--- src/rtl/core/jsl_pkg.sv ---
// Shared types, codes and literal tables for the JSON scalar lexer.
// No dependencies; imported by jsl_step and json_scalar_lexer.
package jsl_pkg;

    localparam logic [3:0] PH_WS      = 4'd0;
    localparam logic [3:0] PH_LIT     = 4'd1;
    localparam logic [3:0] PH_MINUS   = 4'd2;
    localparam logic [3:0] PH_ZERO    = 4'd3;
    localparam logic [3:0] PH_INT     = 4'd4;
    localparam logic [3:0] PH_DOT     = 4'd5;
    localparam logic [3:0] PH_FRAC    = 4'd6;
    localparam logic [3:0] PH_EXP     = 4'd7;
    localparam logic [3:0] PH_EXPSIGN = 4'd8;
    localparam logic [3:0] PH_EXPDIG  = 4'd9;
    localparam logic [3:0] PH_STR     = 4'd10;
    localparam logic [3:0] PH_ESC     = 4'd11;

    localparam logic [2:0] ST_OK      = 3'd0;
    localparam logic [2:0] ST_EXPECT  = 3'd1;
    localparam logic [2:0] ST_INVALID = 3'd2;
    localparam logic [2:0] ST_ESCAPE  = 3'd3;
    localparam logic [2:0] ST_QUOTE   = 3'd4;

    localparam logic [2:0] VT_NULL    = 3'd0;
    localparam logic [2:0] VT_FALSE   = 3'd1;
    localparam logic [2:0] VT_TRUE    = 3'd2;
    localparam logic [2:0] VT_NUMBER  = 3'd3;
    localparam logic [2:0] VT_STRING  = 3'd4;

    localparam logic [1:0] KIND_NULL  = 2'd0;
    localparam logic [1:0] KIND_TRUE  = 2'd1;
    localparam logic [1:0] KIND_FALSE = 2'd2;

    localparam logic [7:0] CTRL_LIMIT = 8'h20;

    typedef struct packed {
        logic [3:0] phase;
        logic [2:0] literal_pos;
        logic [1:0] literal_kind;
        logic       finished;
    } lex_state_t;

    typedef struct packed {
        logic [7:0] out_byte;
        logic       byte_valid;
        logic       done_res;
        logic [2:0] status;
        logic [2:0] value_type;
    } lex_result_t;

    localparam lex_state_t LEX_STATE_RESET = '{
        phase: PH_WS, literal_pos: 3'd0, literal_kind: KIND_NULL, finished: 1'b0
    };

    function automatic logic is_digit(input logic [7:0] b);
        return (b >= "0") && (b <= "9");
    endfunction

    function automatic logic [2:0] lit_len(input logic [1:0] kind);
        return (kind == KIND_FALSE) ? 3'd5 : 3'd4;
    endfunction

    function automatic logic [2:0] lit_type(input logic [1:0] kind);
        logic [2:0] vt;
        case (kind)
            KIND_TRUE:  vt = VT_TRUE;
            KIND_FALSE: vt = VT_FALSE;
            default:    vt = VT_NULL;
        endcase
        return vt;
    endfunction

    function automatic logic [7:0] lit_char(input logic [1:0] kind, input logic [2:0] pos);
        logic [7:0] c;
        c = 8'h00;
        case (kind)
            KIND_TRUE:
            begin
                case (pos)
                    3'd0:    c = "t";
                    3'd1:    c = "r";
                    3'd2:    c = "u";
                    3'd3:    c = "e";
                    default: c = 8'h00;
                endcase
            end
            KIND_FALSE:
            begin
                case (pos)
                    3'd0:    c = "f";
                    3'd1:    c = "a";
                    3'd2:    c = "l";
                    3'd3:    c = "s";
                    3'd4:    c = "e";
                    default: c = 8'h00;
                endcase
            end
            default:
            begin
                case (pos)
                    3'd0:    c = "n";
                    3'd1:    c = "u";
                    3'd2:    c = "l";
                    3'd3:    c = "l";
                    default: c = 8'h00;
                endcase
            end
        endcase
        return c;
    endfunction

endpackage

--- src/rtl/core/jsl_step.sv ---
// Next-state and result logic for one text byte of the JSON scalar lexer.
// Depends on jsl_pkg for phase, status and type codes and literal tables.
module jsl_step
    import jsl_pkg::*;
(
    input  lex_state_t  state_cur,
    input  logic        doc_start,
    input  logic [7:0]  text_byte,
    output lex_state_t  state_nxt,
    output lex_result_t result
);

    lex_state_t  st;
    lex_result_t res;
    logic [7:0]  b;
    logic [2:0]  len;
    logic [2:0]  pos_inc;

    always_comb
    begin
        st      = doc_start ? LEX_STATE_RESET : state_cur;
        b       = text_byte;
        res     = '0;
        len     = lit_len(st.literal_kind);
        pos_inc = st.literal_pos + 3'd1;

        if (!st.finished)
        begin
            case (st.phase)
                PH_WS:
                begin
                    if (b == " " || b == 8'h09 || b == 8'h0A || b == 8'h0D)
                    begin
                        st.phase = PH_WS;
                    end
                    else if (b == 8'h00)
                    begin
                        res.done_res = 1'b1;
                        res.status   = ST_EXPECT;
                        st.finished  = 1'b1;
                    end
                    else if (b == "n" || b == "t" || b == "f")
                    begin
                        st.literal_kind = (b == "n") ? KIND_NULL :
                                          (b == "t") ? KIND_TRUE : KIND_FALSE;
                        st.literal_pos  = 3'd1;
                        st.phase        = PH_LIT;
                    end
                    else if (b == "\"")
                        st.phase = PH_STR;
                    else if (b == "-")
                        st.phase = PH_MINUS;
                    else if (b == "0")
                        st.phase = PH_ZERO;
                    else if (is_digit(b))
                        st.phase = PH_INT;
                    else
                    begin
                        res.done_res = 1'b1;
                        res.status   = ST_INVALID;
                        st.finished  = 1'b1;
                    end
                end
                PH_LIT:
                begin
                    if (st.literal_pos >= len || b != lit_char(st.literal_kind, st.literal_pos))
                    begin
                        res.done_res = 1'b1;
                        res.status   = ST_INVALID;
                        st.finished  = 1'b1;
                    end
                    else
                    begin
                        st.literal_pos = pos_inc;
                        if (pos_inc >= len)
                        begin
                            res.done_res   = 1'b1;
                            res.status     = ST_OK;
                            res.value_type = lit_type(st.literal_kind);
                            st.finished    = 1'b1;
                        end
                    end
                end
                PH_MINUS:
                begin
                    if (b == "0")
                        st.phase = PH_ZERO;
                    else if (is_digit(b))
                        st.phase = PH_INT;
                    else
                    begin
                        res.done_res = 1'b1;
                        res.status   = ST_INVALID;
                        st.finished  = 1'b1;
                    end
                end
                PH_ZERO, PH_INT:
                begin
                    if (is_digit(b))
                    begin
                        if (st.phase == PH_ZERO)
                        begin
                            res.done_res = 1'b1;
                            res.status   = ST_INVALID;
                            st.finished  = 1'b1;
                        end
                    end
                    else if (b == ".")
                        st.phase = PH_DOT;
                    else if (b == "e" || b == "E")
                        st.phase = PH_EXP;
                    else
                    begin
                        res.done_res   = 1'b1;
                        res.status     = ST_OK;
                        res.value_type = VT_NUMBER;
                        st.finished    = 1'b1;
                    end
                end
                PH_DOT:
                begin
                    if (is_digit(b))
                        st.phase = PH_FRAC;
                    else
                    begin
                        res.done_res = 1'b1;
                        res.status   = ST_INVALID;
                        st.finished  = 1'b1;
                    end
                end
                PH_FRAC:
                begin
                    if (is_digit(b))
                        st.phase = PH_FRAC;
                    else if (b == "e" || b == "E")
                        st.phase = PH_EXP;
                    else
                    begin
                        res.done_res   = 1'b1;
                        res.status     = ST_OK;
                        res.value_type = VT_NUMBER;
                        st.finished    = 1'b1;
                    end
                end
                PH_EXP:
                begin
                    if (b == "+" || b == "-")
                        st.phase = PH_EXPSIGN;
                    else if (is_digit(b))
                        st.phase = PH_EXPDIG;
                    else
                    begin
                        res.done_res = 1'b1;
                        res.status   = ST_INVALID;
                        st.finished  = 1'b1;
                    end
                end
                PH_EXPSIGN:
                begin
                    if (is_digit(b))
                        st.phase = PH_EXPDIG;
                    else
                    begin
                        res.done_res = 1'b1;
                        res.status   = ST_INVALID;
                        st.finished  = 1'b1;
                    end
                end
                PH_EXPDIG:
                begin
                    if (!is_digit(b))
                    begin
                        res.done_res   = 1'b1;
                        res.status     = ST_OK;
                        res.value_type = VT_NUMBER;
                        st.finished    = 1'b1;
                    end
                end
                PH_STR:
                begin
                    if (b == "\"")
                    begin
                        res.done_res   = 1'b1;
                        res.status     = ST_OK;
                        res.value_type = VT_STRING;
                        st.finished    = 1'b1;
                    end
                    else if (b == "\\")
                        st.phase = PH_ESC;
                    else if (b == 8'h00)
                    begin
                        res.done_res = 1'b1;
                        res.status   = ST_QUOTE;
                        st.finished  = 1'b1;
                    end
                    else if (b < CTRL_LIMIT)
                    begin
                        res.done_res = 1'b1;
                        res.status   = ST_ESCAPE;
                        st.finished  = 1'b1;
                    end
                    else
                    begin
                        res.out_byte   = b;
                        res.byte_valid = 1'b1;
                    end
                end
                PH_ESC:
                begin
                    st.phase       = PH_STR;
                    res.byte_valid = 1'b1;
                    case (b)
                        "\"":    res.out_byte = "\"";
                        "\\":    res.out_byte = "\\";
                        "/":     res.out_byte = "/";
                        "b":     res.out_byte = 8'h08;
                        "f":     res.out_byte = 8'h0C;
                        "n":     res.out_byte = 8'h0A;
                        "r":     res.out_byte = 8'h0D;
                        "t":     res.out_byte = 8'h09;
                        default:
                        begin
                            res.byte_valid = 1'b0;
                            res.done_res   = 1'b1;
                            res.status     = ST_ESCAPE;
                            st.finished    = 1'b1;
                        end
                    endcase
                end
                default:
                begin
                    res.done_res = 1'b1;
                    res.status   = ST_INVALID;
                    st.finished  = 1'b1;
                end
            endcase
        end

        state_nxt = st;
        result    = res;
    end

endmodule

--- src/rtl/core/json_scalar_lexer.sv ---
// JSON scalar lexer: one text byte in, one result word out, per cycle unless the output stalls.
// Path from input acceptance to result valid: input register, then result register.
// Throughput: one word per cycle; a stalled result register holds the input register.
// Reset (rst_n low, asynchronous): both stages empty, scanner in the leading whitespace phase.
// Depends on jsl_pkg and jsl_step.
module json_scalar_lexer
    import jsl_pkg::*;
(
    input  logic       clk,
    input  logic       rst_n,
    input  logic       in_valid,
    output logic       in_ready,
    input  logic       doc_start,
    input  logic [7:0] text_byte,
    output logic       out_valid,
    input  logic       out_ready,
    output logic [7:0] out_byte,
    output logic       byte_valid,
    output logic       done_res,
    output logic [2:0] status,
    output logic [2:0] value_type
);

    logic        in_valid_reg;
    logic        in_doc_reg;
    logic [7:0]  in_byte_reg;
    lex_state_t  state_reg;
    lex_state_t  state_next;
    logic        out_valid_reg;
    lex_result_t res_reg;
    lex_result_t res_next;
    logic        advance;

    assign advance  = in_valid_reg && (!out_valid_reg || out_ready);
    assign in_ready = !in_valid_reg || advance;

    jsl_step u_step (
        .state_cur (state_reg),
        .doc_start (in_doc_reg),
        .text_byte (in_byte_reg),
        .state_nxt (state_next),
        .result    (res_next)
    );

    always_ff @(posedge clk or negedge rst_n)
    begin
        if (!rst_n)
        begin
            in_valid_reg  <= 1'b0;
            out_valid_reg <= 1'b0;
            state_reg     <= LEX_STATE_RESET;
        end
        else
        begin
            if (in_ready)
                in_valid_reg <= in_valid;
            if (advance)
            begin
                out_valid_reg <= 1'b1;
                state_reg     <= state_next;
            end
            else if (out_ready)
                out_valid_reg <= 1'b0;
        end
    end

    // hold payload while stalled
    always_ff @(posedge clk)
    begin
        if (in_ready && in_valid)
        begin
            in_doc_reg  <= doc_start;
            in_byte_reg <= text_byte;
        end
        if (advance)
            res_reg <= res_next;
    end

    assign out_valid  = out_valid_reg;
    assign out_byte   = res_reg.out_byte;
    assign byte_valid = res_reg.byte_valid;
    assign done_res   = res_reg.done_res;
    assign status     = res_reg.status;
    assign value_type = res_reg.value_type;

    a_byte_xor_done: assert property (@(posedge clk) disable iff (!rst_n)
        out_valid |-> !(byte_valid && done_res))
        else $error("content byte and done flag in the same word");

    a_status_needs_done: assert property (@(posedge clk) disable iff (!rst_n)
        (out_valid && (status != ST_OK || value_type != VT_NULL)) |-> done_res)
        else $error("status or type set without done");

    a_type_needs_ok: assert property (@(posedge clk) disable iff (!rst_n)
        (out_valid && status != ST_OK) |-> (value_type == VT_NULL))
        else $error("value type set on an error result");

    a_finished_after_done: assert property (@(posedge clk) disable iff (!rst_n)
        (advance && res_next.done_res) |=> state_reg.finished)
        else $error("scanner not marked finished after done");

endmodule
--- config.mk ---
export PLATFORM = sky130hd
export DESIGN_NAME = json_scalar_lexer
export DESIGN_NICKNAME = d
export VERILOG_FILES = /design/src/rtl/core/jsl_pkg.sv /design/src/rtl/core/jsl_step.sv /design/src/rtl/core/json_scalar_lexer.sv
export SDC_FILE = /design/constraint.sdc
export NUM_CORES = 1
export LEC_CHECK = 0
export ABC_AREA = 1
export BUFFER_PORTS_ARGS = -buffer_cell sky130_fd_sc_hd__buf_2
export CAP_MARGIN = 25
export CORE_ASPECT_RATIO = 1.2
export CORE_MARGIN = 1
export CORE_UTILIZATION = 43
export CTS_CLUSTER_SIZE = 30
export DETAILED_ROUTE_END_ITERATION = 6
export PLACE_DENSITY_LB_ADDON = 0.15
export SYNTH_ARGS = -nofsm -noshare
export SYNTH_HDL_FRONTEND = slang
export SYNTH_SLANG_ARGS = --single-unit
--- constraint.sdc ---
create_clock -name clk -period 2.5 [get_ports clk]
set_input_delay 0.5 -clock clk [delete_from_list [all_inputs] [get_ports clk]]
set_output_delay 0.5 -clock clk [all_outputs]
set_load 0.05 [all_outputs]
==> results.yml <==
setup_path:
  cpPeakStageDelay_ns: 0.49
  slowest_stage: "edfxtp_1"
  crit_chain: "nor2_2, inv_2, ha_4, ha_4, nand3b_1, a21oi_1, nand2_1, nor2_1, nand2_1, nor2_2, nand2_2, buf_6, o21ai_2, nand2_1, nand2_1, nand2_1"
  cp-end-kind: "flop"
  start_kind: "flop"
  crit_fanout: 5
  cp.required_ns: 2.68
  path_common_cell: "nand2_1"
  arrival_ns: 2.55
  crit_type: "flop to flop"
synthesis:
  async_reset_ff_share_pct: 32.4
  synth-edff-count: 25
  netlist_area_mm2: 0.00278
  postSynthCellCount: 421
  ys.flop_type: "edfxtp_1"
  avgSynthCellArea_um2: 6.60
  synth.most_common_cell: "nand2_1"
  synth_cell_types: 29
  ys_top_cells_by_count: "nand2_1 (110), nor2_1 (56), inv_1 (53)"
  synthTopCellsByArea: "edfxtp_1 (27%), nand2_1 (15%), dfrtp_1 (11%)"
  ys_ff_latch: 37
  ys_seq_area_share_pct: 37.8
  synth.top_cell.area_share_pct: 27.0
  yosys_warnings: 0
  syn-num-nets: 439
  yosys.area.top_type: "edfxtp_1"
clocking:
  clock_path_buffers: 2
  cts-root-buf: "clkbuf_8"
  ctsHoldBuffers: 0
  insertion_delay_ns: 0.29
  cts_tree: "done"
  cts_sinks: 37
  htree_levels: 2
  cts_buffers: 5
  clk_pin_slew_ns: 0.08
drt:
  firstDrtPassIters: 5
  drc: 0
  wirelength_um: 8560
  vias: 3092
  post_drt_wl_per_cell_um: 14.7
  post_drt_via_cell_ratio: 5.30
  ant_nets: 0
  initialDrtViolationCount: 254
power_and_ir_drop:
  cellPowerDensity_mw_per_mm2: 660
  leakage_nw: 1.76
  totalPowerFinal_w: 0.00235
  ir_worst_vdd_mv: 0.290
grt:
  grt_max_degree: 19
  grt_use_total_pct: 27.1
  antenna_found_initial: 0
  grt_first_pass_wirelength_um: 14000
  grt_pass1_vias: 2912
  grt-ovfl-total: 0
worst_hold_path:
  hold_path.class: "primary input to asynchronous set/reset pin"
sta:
  maxSlewHeadroom_pct: 59.3
  hold_viol_final: 0
  fin_crit_sh_pct: 95.0
  tns_ns: 0
  min_period_ns: 2.37
  setup_violations: 0
  slew_viol_final: 0
  timing.fmax_mhz: 421
  skew_ns: 0.00906
  worstMarginPinSlew_ns: 0.607
  rsz0062_at_grt: "true"
status:
  status: "completed"
final_layout:
  syn_to_final_growth_pct: 28.0
  fill_cells: 622
  largest_reg_flops: 10
  layout-drive-gt1-share_pct: 25.0
  diodes: 0
  layout.nets: 518
floorplan:
  die_x_um: 75.4
  fp-row-count: 31
  start_util_pct: 45.3
  io_pins: 31
  fp.coreArea_mm2: 0.00613
  die-height_um: 90.1
  dieArea_mm2: 0.00679
placement:
  gp_congestion: 0.917
  dp_hpwl_um: 6690
  port_buffers: 30
job:
  maxCapViolCount: 0
worst max-delay path: cells and delay by family, from the launching register on:
| family | cells | cell delay, ns |
|---|---|---|
| AND/OR/NAND/NOR | 10 | 0.90 |
| flip-flops | 1 | 0.49 |
| adder cells (fa/ha/maj) | 2 | 0.39 |
| AO/OA/AOI/OAI | 2 | 0.25 |
| buffers and inverters | 2 | 0.22 |
worst paths after layout:
kind                               from        endpoint  slack [ns]  cells after the start
max                          in_doc_reg    state_reg[5]        0.13                     16
max in group asynchronous         rst_n    state_reg[4]        2.20                      1
max reg2reg                  in_doc_reg    state_reg[5]        0.13                     16
min reg2reg                   out_valid       out_valid        0.54                      2
min                               rst_n    state_reg[7]        0.07                      1
min in group clk           text_byte[0]  in_byte_reg[0]        0.38                      1
placed cells by master (no fill, tap or decap), types with 5 or more instances in the layout:
| cell | instances |
|---|---|
| o21ai_0 | 16 |
| nand3_1 | 47 |
| nand2_2 | 5 |
| inv_2 | 10 |
| buf_4 | 45 |
| buf_2 | 30 |
| clkbuf_8 | 5 |
| a21oi_1 | 27 |
| nand4_1 | 8 |
| dfrtp_1 | 12 |
| nor2_2 | 12 |
| edfxtp_1 | 25 |
| nor2_1 | 48 |
| nand2_1 | 109 |
| nor3_1 | 13 |
| inv_1 | 52 |
final cells by class:
cell class	instances	area [µm²]	share of cell area, %
Multi-Input combinational cell	315	1560	43.9
Sequential cell	37	1050	29.5
Timing Repair Buffer	77	510	14.4
Inverter	64	245	6.89
Tap cell	82	103	2.88
Clock buffer	5	68.8	1.93
Clock inverter	3	17.5	0.492
kinds of logic (layout without fill, tap and decap cells):
logic type               Yosys count  in the layout  share of synthesized area [%]
flip-flops                        37             37                           37.8
buffers and inverters             69            149                           9.41
adder cells (fa/ha/maj)            5              5                           2.25
AND/OR/NAND/NOR                  251            251                           39.0
AO/OA/AOI/OAI                     59             59                           11.5
power by group:
| part | switching [W] | internal (W) | total [W] |
|---|---|---|---|
| logic | 0.000734 | 0.000347 | 0.00108 |
| clock network | 0.000228 | 0.000192 | 0.000420 |
| registers | 0.0000711 | 0.000773 | 0.000844 |
repair_timing:
item	in CTS	in global routing
pin swaps	0	11
setup buffers	0	7
endpoints found under the setup margin	1	10
resized for setup	1	26
per-stage QoR:
step / util, % / hold slack [ns] / cell area [µm²] / instances / worst slack [ns]
finish: 58.0 / 0.0663 / 3560 / 583 / 0.126
global route: 58.0 / 0.0931 / 3560 / 583 / -0.0455
CTS: 55.5 / 0.0812 / 3400 / 576 / 0.00409
detailed placement: 54.0 / 0.400 / 3310 / 568 / -0.00227
global placement: 54.0 / 0.398 / 3310 / 568 / 0.105
floorplan: - / 0.204 / 2780 / 421 / 0.0380
metal layers:
layer	wire [µm]	up-vias	GRT usage, %
met5	0	-	0
met4	284	0	9.72
met3	497	27	3.81
met2	4010	125	42.0
met1	3770	1386	37.7
li1	-	1554	-
(Power assumes the default switching activity.)
